<file path="config.mk">
export PLATFORM = sky130hd
export DESIGN_NAME = ads_cell
export DESIGN_NICKNAME = d
export VERILOG_FILES = /design/src/sv/ads_pkg.sv /design/src/sv/ads_cell.sv
export SDC_FILE = /design/constraint.sdc
export NUM_CORES = 1
export LEC_CHECK = 0
export BUFFER_PORTS_ARGS = -buffer_cell sky130_fd_sc_hd__buf_2
export CORE_MARGIN = 8
export CORE_UTILIZATION = 35
export DETAILED_ROUTE_END_ITERATION = 7
export PLACE_DENSITY = 0.6
export SLEW_MARGIN = 30
export SYNTH_ARGS = -nofsm -noshare
export SYNTH_HDL_FRONTEND = slang
export SYNTH_SLANG_ARGS = --single-unit
export TNS_END_PERCENT = 30
</file>
<file path="constraint.sdc">
create_clock -name clk_i -period 7 [get_ports clk_i]
set_input_delay 0.35 -clock clk_i [delete_from_list [all_inputs] [get_ports clk_i]]
set_output_delay 0.35 -clock clk_i [all_outputs]
set_load 0.01 [all_outputs]
</file>
<file path="src/sv/ads_pkg.sv">
// ads_pkg: shared constants, types and the order-key function for argsort_doubles.
// No dependencies.
package ads_pkg;

  localparam int unsigned MaxItems = 64;
  localparam int unsigned PosW     = 6;
  localparam int unsigned CntW     = 7;
  localparam int unsigned ValW     = 64;

  typedef logic [ValW-1:0] key_t;
  typedef logic [PosW-1:0] pos_t;
  typedef logic [CntW-1:0] cnt_t;

  // Contents of one sorting cell.
  typedef struct packed {
    logic vld;
    key_t key;
    pos_t pos;
  } slot_t;

  // Map double bits to an unsigned key ordered like the values; both zeros match.
  function automatic key_t order_key(input logic [ValW-1:0] bits);
    logic [ValW-1:0] b;
    b = bits;
    if (b[ValW-2:0] == '0) begin
      b = '0;
    end
    if (b[ValW-1]) begin
      order_key = ~b;
    end else begin
      order_key = {1'b1, b[ValW-2:0]};
    end
  endfunction

endpackage

</file>
<file path="src/sv/ads_cell.sv">
// ads_cell: one slot of the insertion-sort chain.
// Depends on ads_pkg.
module ads_cell (
  input  logic          clk_i,
  input  logic          rst_ni,
  input  logic          ins_i,       // insert the new word this cycle
  input  logic          shift_i,     // pop: take the right neighbor's slot
  input  ads_pkg::key_t new_key_i,
  input  ads_pkg::pos_t new_pos_i,
  input  ads_pkg::slot_t left_i,     // neighbor toward the head
  input  ads_pkg::slot_t right_i,    // neighbor toward the tail
  input  logic          left_gt_i,   // left neighbor moves down this cycle
  output logic          gt_o,        // this slot holds a key above the new one
  output ads_pkg::slot_t slot_o
);
  import ads_pkg::*;

  slot_t slot_q, slot_d;

  // Strict compare keeps equal keys in arrival order.
  assign gt_o   = slot_q.vld && (slot_q.key > new_key_i);
  assign slot_o = slot_q;

  // Insert: shift down behind the new word, or take it in the gap.
  // An empty slot is the gap only when its left neighbor is filled.
  always_comb begin
    slot_d = slot_q;
    if (shift_i) begin
      slot_d = right_i;
    end else if (ins_i) begin
      if (left_gt_i) begin
        slot_d = left_i;
      end else if (gt_o || (!slot_q.vld && left_i.vld)) begin
        slot_d = '{vld: 1'b1, key: new_key_i, pos: new_pos_i};
      end
    end
  end

  always_ff @(posedge clk_i or negedge rst_ni) begin
    if (!rst_ni) begin
      slot_q <= '0;
    end else begin
      slot_q <= slot_d;
    end
  end

endmodule

</file>
==> results of run 1 <==
-- worst max-delay path by stage --
stage / to / depth (start not counted) / start
after floorplan: slot_o[0] / 9 / slot_o[51]
after global routing: slot_o[26] / 9 / slot_o[69]
after global placement: slot_o[16] / 11 / new_key_i[63]
after detailed placement: slot_o[31] / 11 / new_key_i[63]
final: slot_o[24] / 9 / slot_o[69]
after CTS: slot_o[31] / 9 / slot_o[69]
-- critical path, delay by kind of cell (launching register included) --
kind	cells	cell delay, ns
flops	1	0.40
simple gates	4	0.97
compound gates	2	0.44
mux	1	0.35
buf+inv	1	0.58
fa+ha+maj	1	0.32
-- cell families after synthesis --
family	Yosys count	share of synthesized area
adders and majority gates	64	0.133
DFF	71	0.295
AOI/OAI and AO/OA	125	0.114
muxes	140	0.290
and+or+nand+nor	131	0.0996
buffers and inverters	96	0.0685
-- cells in the final DEF (no fill, tap or decap), types with 2 or more instances in the layout --
| master | count |
|---|---|
| mux2_4 | 69 |
| dfrtp_1 | 71 |
| a21oi_1 | 29 |
| clkbuf_8 | 2 |
| and4_2 | 2 |
| clkbuf_1 | 2 |
| nand3_1 | 5 |
| nor3_1 | 4 |
| ha_1 | 64 |
| nand2b_1 | 4 |
| clkbuf_16 | 9 |
| a31oi_1 | 2 |
| a221oi_1 | 4 |
| o21ai_0 | 81 |
| nand4_1 | 15 |
| buf_4 | 6 |
| nor2_1 | 8 |
| mux2i_1 | 71 |
| buf_2 | 285 |
| nand2_1 | 87 |
| inv_1 | 65 |
-- synth_stat cells, drive strengths merged --
cell,n
a2111o,1
a2111oi,1
a211o,1
a211oi,1
a21oi,30
a221oi,4
a31oi,2
and4,2
buf,9
clkbuf,22
dfrtp,71
ha,64
inv,65
mux2,69
mux2i,71
nand2,87
nand2b,4
nand3,5
nand4,15
nor2,8
nor2b,1
nor3,4
nor4,3
o211ai,1
o21ai,81
o22ai,1
o2bb2ai,1
o311ai,1
or2,1
or4,1
-- routing by layer --
metal / global-route usage / share of wire / up-vias
li1: - / - / 2747
met1: 0.204 / 0.44 / 2481
met2: 0.289 / 0.48 / 173
met3: 0.0492 / 0.068 / 15
met4: 0.0484 / 0.012 / 2
met5: 0 / 0.00069 / -
-- area by class of cell --
class | count | area share
Multi-Input combinational cell | 460 | 0.487
Tap cell | 225 | 0.0357
Clock inverter | 1 | 0.000635
Timing Repair Buffer | 292 | 0.188
Clock buffer | 13 | 0.0330
Inverter | 65 | 0.0309
Sequential cell | 71 | 0.225
-- report_power, final --
part	switching (mW)	total (mW)	leakage (nW)	internal, mW
clock network	0.165	0.420	0.132	0.255
registers	0.0779	0.582	0.851	0.504
logic	0.359	0.738	3.45	0.379
==> results_dict.tcl, run 1 <==
set metrics [dict create \
    path_clk_slew_ns 0.06 \
    synthCells 627 \
    row_count 48 \
    n_antenna_cell 0 \
    h-tree-depth 3 \
    syn_area_per_cell_um2 9.61 \
    r2r-end "slot_o[24]" \
    cts_tree "built" \
    status "complete, no violations" \
    cts_root_buf "clkbuf_16" \
    worstPathRequired_ns 7.21 \
    cts_buffers 9 \
    hold_class "input port to asynchronous set/reset pin" \
    gr-total-overflow 0 \
    timing.fmax_ghz 0.311 \
    drt-wirelength-per-cell_um 16.7 \
    cap_viol_max_count 0 \
    setup-tns-final_ns 0 \
    cts_resized 0 \
    worstPathCellList "ha_1, nand4_1, nor4_4, nand4_1, a31oi_1, nor4_2, a21oi_4, buf_4, mux2_4" \
    dp_cells 1113 \
    core_area_mm2 0.0171 \
    regArea_mm2 0.00178 \
    r2r-start "slot_o[69]" \
    setup_ws_ns 3.79 \
    wirelength_mm 18.8 \
    rr_worst_depth 9 \
    layout-drive-gt1-share 0.422 \
    initial_utilization 0.353 \
    power_mw 1.74 \
    first_pass_iters 4 \
    cts_setup_buffers 0 \
    maxSlewViolCount 0 \
    area_growth_pct 30.9 \
    cts_buffer_depth 2 \
    fin_util 0.462 \
    maxSlewHeadroom 0.501 \
    drc_errors 0 \
    fin_area_mm2 0.00789 \
    ys_seq_elements 71 \
    seq_area_frac_synth 0.295 \
    grt_max_degree 89 \
    die_area_mm2 0.0217 \
    yosys.area.top_type_share 0.295 \
    cp-end-kind "flip-flop" \
    nets 1180 \
    hold_viol 0 \
    viasPerCell 4.81 \
    min_period_ns 3.21 \
    yosys.cell_types.count 34 \
    crit_path_frequent_cell "nand4_1" \
    slowest_delay_ns 0.58 \
    stdcell_count 1127 \
    yosysWarnings 0 \
    skew_ns 0.00370 \
    worstMarginPinSlew_ns 0.749 \
    post-route-period-util 0.459 \
    place.gp.congestion 0.762 \
    setup_viol 0 \
    clk_latency_ns 0.33 \
    crit_path_top_delay_cell "buf_4" \
    powerDensity_mw_per_mm2 221 \
    rsz0062_at_grt "no" \
    clock-sinks 71 \
    postCtsHoldBufs 0 \
    path_class "flip-flop to flip-flop" \
    yosys-top-cells-area "dfrtp_1, mux2_4, ha_1, mux2i_1, o21ai_0" \
    arrival_ns 3.43 \
    placed_area_mm2 0.00762 \
    netlist_area_mm2 0.00603 \
    reg2reg_setup_slack_ns 3.79 \
    ant_nets 0 \
    syn-num-nets 908 \
    detailroute.via_count 5418 \
    io_buffers 288 \
    power.leakage_nw 4.43 \
    hold_slack_ns 0.0337 \
    cp_max_fo 37 \
    fp.dieW_um 147 \
    place_hpwl_mm 15.2 \
    fill_cells 1683 \
    ios 289 \
    grt_usage 0.170 \
    grt_antenna_before_repair 1 \
    grt_pass1_vias 5641 \
    grt_pass1_wl_mm 29.5 \
    ir_drop_mv 0.137 \
    largest_reg_flops 71 \
    synth_top_area_cell "dfrtp_1" \
    die_y_um 147 \
    pre_cts_ws_ns 3.57 \
    multi_input_area_mm2 0.00384 \
    cp-start-kind "flip-flop" \
    drt_iter0_drc 170 \
]
(Power assumes the default switching activity.)
==> inputs of run 2 (changes only) <==
--- a/config.mk
+++ b/config.mk
@@ -9,7 +9,7 @@
 export CORE_MARGIN = 8
 export CORE_UTILIZATION = 35
 export DETAILED_ROUTE_END_ITERATION = 7
-export PLACE_DENSITY = 0.6
+export PLACE_DENSITY = 0.63
 export SLEW_MARGIN = 30
 export SYNTH_ARGS = -nofsm -noshare
 export SYNTH_HDL_FRONTEND = slang
==> constraint.sdc (replaced) <==
create_clock -name clk_i -period 2.6 [get_ports clk_i]
set_input_delay 0.13 -clock clk_i [delete_from_list [all_inputs] [get_ports clk_i]]
set_output_delay 0.13 -clock clk_i [all_outputs]
set_load 0.01 [all_outputs]
==> run 2 against run 1 <==
First-iteration DRC count is 14% lower; final area is 14% higher; hold slack better by 0.054 ns; largest cell class unchanged; sequential power grew to 2.6 times the previous value; combinational power grew to 3.6 times the previous value; wire length is 4.4% higher; the flow now finishes with violations (negative setup slack); count of clock-buffer cells in the layout is 1 higher; largest power group unchanged; register-to-register slack worse by 4.0 ns; maximum frequency is 14% higher; non-clock buffer count is 98 higher.
==> results_dict.tcl, run 2 (synthesized netlist as in run 1, its figures left out) <==
set metrics [dict create \
    timing.fmax_ghz 0.356 \
    worstPathRequired_ns 2.82 \
    power.leakage_nw 5.02 \
    gr-total-overflow 0 \
    n_antenna_cell 0 \
    drt_iter0_drc 147 \
    crit_path_top_delay_cell "dfrtp_1" \
    r2r-start "slot_o[64]" \
    rsz0062_at_grt "yes" \
    place.gp.congestion 0.781 \
    nets 1278 \
    io_buffers 288 \
    drc_errors 0 \
    ir_drop_mv 0.312 \
    initial_utilization 0.353 \
    clock-sinks 71 \
    maxSlewHeadroom 0.530 \
    ios 289 \
    post-route-period-util 1.08 \
    cp-start-kind "flip-flop" \
    powerDensity_mw_per_mm2 616 \
    wirelength_mm 19.6 \
    grt_antenna_before_repair 0 \
    core_area_mm2 0.0171 \
    die_area_mm2 0.0217 \
    power_mw 5.55 \
    reg2reg_setup_slack_ns -0.21 \
    skew_ns 0.00692 \
    cap_viol_max_count 0 \
    grt_pass1_wl_mm 31.4 \
    layout-drive-gt1-share 0.497 \
    fill_cells 1642 \
    viasPerCell 4.69 \
    setup_ws_ns -0.206 \
    grt_max_degree 86 \
    slowest_delay_ns 0.42 \
    layout_commonest_cell "buf_2" \
    met2_usage 0.311 \
    detailroute.via_count 5750 \
    area_growth_pct 49.5 \
    placed_area_mm2 0.00832 \
    stdcell_count 1227 \
    clk_latency_ns 0.34 \
    violations "negative setup slack" \
    grt_usage 0.179 \
    cts_buffers 9 \
    cts_tree "built" \
    cts_root_buf "clkbuf_16" \
    worstMarginPinSlew_ns 0.705 \
    row_count 48 \
    hold_class "input port to flip-flop" \
    maxSlewViolCount 0 \
    arrival_ns 3.02 \
    first_pass_iters 4 \
    cts_buffer_depth 2 \
    final_cell_mix "buf_2, buf_4, nand2_1, o21ai_0" \
    path_clk_slew_ns 0.06 \
    min_period_ns 2.81 \
    critPathLaunch "slot_o[64]" \
    fp.dieW_um 147 \
    largest_reg_flops 71 \
    worstPathCellList "ha_4, nand4_1, nor4_4, nand4_1, buf_6, a31oi_4, nor4_4, a21oi_4, buf_6, buf_12, buf_12, mux2_4" \
    h-tree-depth 3 \
    path_class "flip-flop to flip-flop" \
    ant_nets 0 \
    dp_cells 1198 \
    status "finished, violations left" \
    setup_viol 71 \
    cp_max_fo 7 \
    hold_viol 0 \
    use_met1 0.211 \
    fin_area_mm2 0.00901 \
    grt_pass1_vias 6253 \
    cp-end-kind "flip-flop" \
    grtUsageMet3 0.0446 \
    place_hpwl_mm 15.8 \
    top_usage_layer "met2" \
    die_y_um 147 \
    hold_start "right_i[6]" \
    drt-wirelength-per-cell_um 16.0 \
]
==> run 2: cell count changes in the layout (fill, tap and decap cells not counted), moves of 5 or more <==
cell    previous run  this run
ha_1              64        59
ha_4               0         5
buf_6              1         6
buf_4              6        89
buf_12             0         8
==> run 2: per-stage QoR <==
step / hold WS (ns) / TNS, ns / worst slack (ns) / utilization
floorplan: -0.166 / 0 / 0.0219 / -
global route: 0.111 / -20.87 / -0.342 / 0.528
global placement: 0.341 / -26.80 / -0.397 / 0.488
CTS: 0.0723 / -13.94 / -0.240 / 0.520
detailed placement: 0.360 / -29.49 / -0.448 / 0.488
finish: 0.0876 / -11.09 / -0.206 / 0.528
==> run 2: worst max-delay path: cells and delay by family (launching register included) <==
family | cells | cell delay, ns
AND/OR/NAND/NOR | 4 | 0.79
flip-flops | 1 | 0.42
AO/OA/AOI/OAI | 2 | 0.34
buffers and inverters | 4 | 0.55
multiplexers | 1 | 0.29
adder cells (fa/ha/maj) | 1 | 0.29
==> run 2: path summary, 6_finish.rpt <==
path | endpoint | cells after the start
min | slot_o[6] | 3
max | slot_o[65] | 12
max reg2reg | slot_o[65] | 12
min reg2reg | slot_o[3] | 1
max in group asynchronous | slot_o[69] | 2
min in group asynchronous | slot_o[48] | 2
==> run 2: metal layers <==
layer	wire length, µm	vias up
met1	8410	2613
met3	1040	22
li1	-	2956
met5	0	-
met2	9830	159
met4	370	0
==> run 2: power by group <==
group / switching [mW] / internal, mW / leakage (nW)
registers: 0.170 / 1.36 / 0.851
logic: 1.16 / 1.50 / 4.00
clock network: 0.487 / 0.873 / 0.165
total: 1.82 / 3.73 / 5.02
==> run 2: area by class of cell <==
cell class                 instances  area [µm²]  area share
multi-input combinational        460        4000       0.444
timing repair buffer             390        2380       0.264
sequential                        71        1780       0.197
clock buffer                      14         294      0.0326
tap                              225         282      0.0312
inverter                          65         244      0.0271
clock inverter                     2        35.0     0.00389
==> run 2: timing repair <==
action / 4_1_cts / 5_1_grt
resized for setup: 20 / 14
gates cloned: 1 / 1
setup buffers: 7 / 3
hold buffers: 1 / 0
pin swaps: 5 / 6
hold endpoints to repair: 34 / 0
endpoints found under the setup margin: 72 / 72
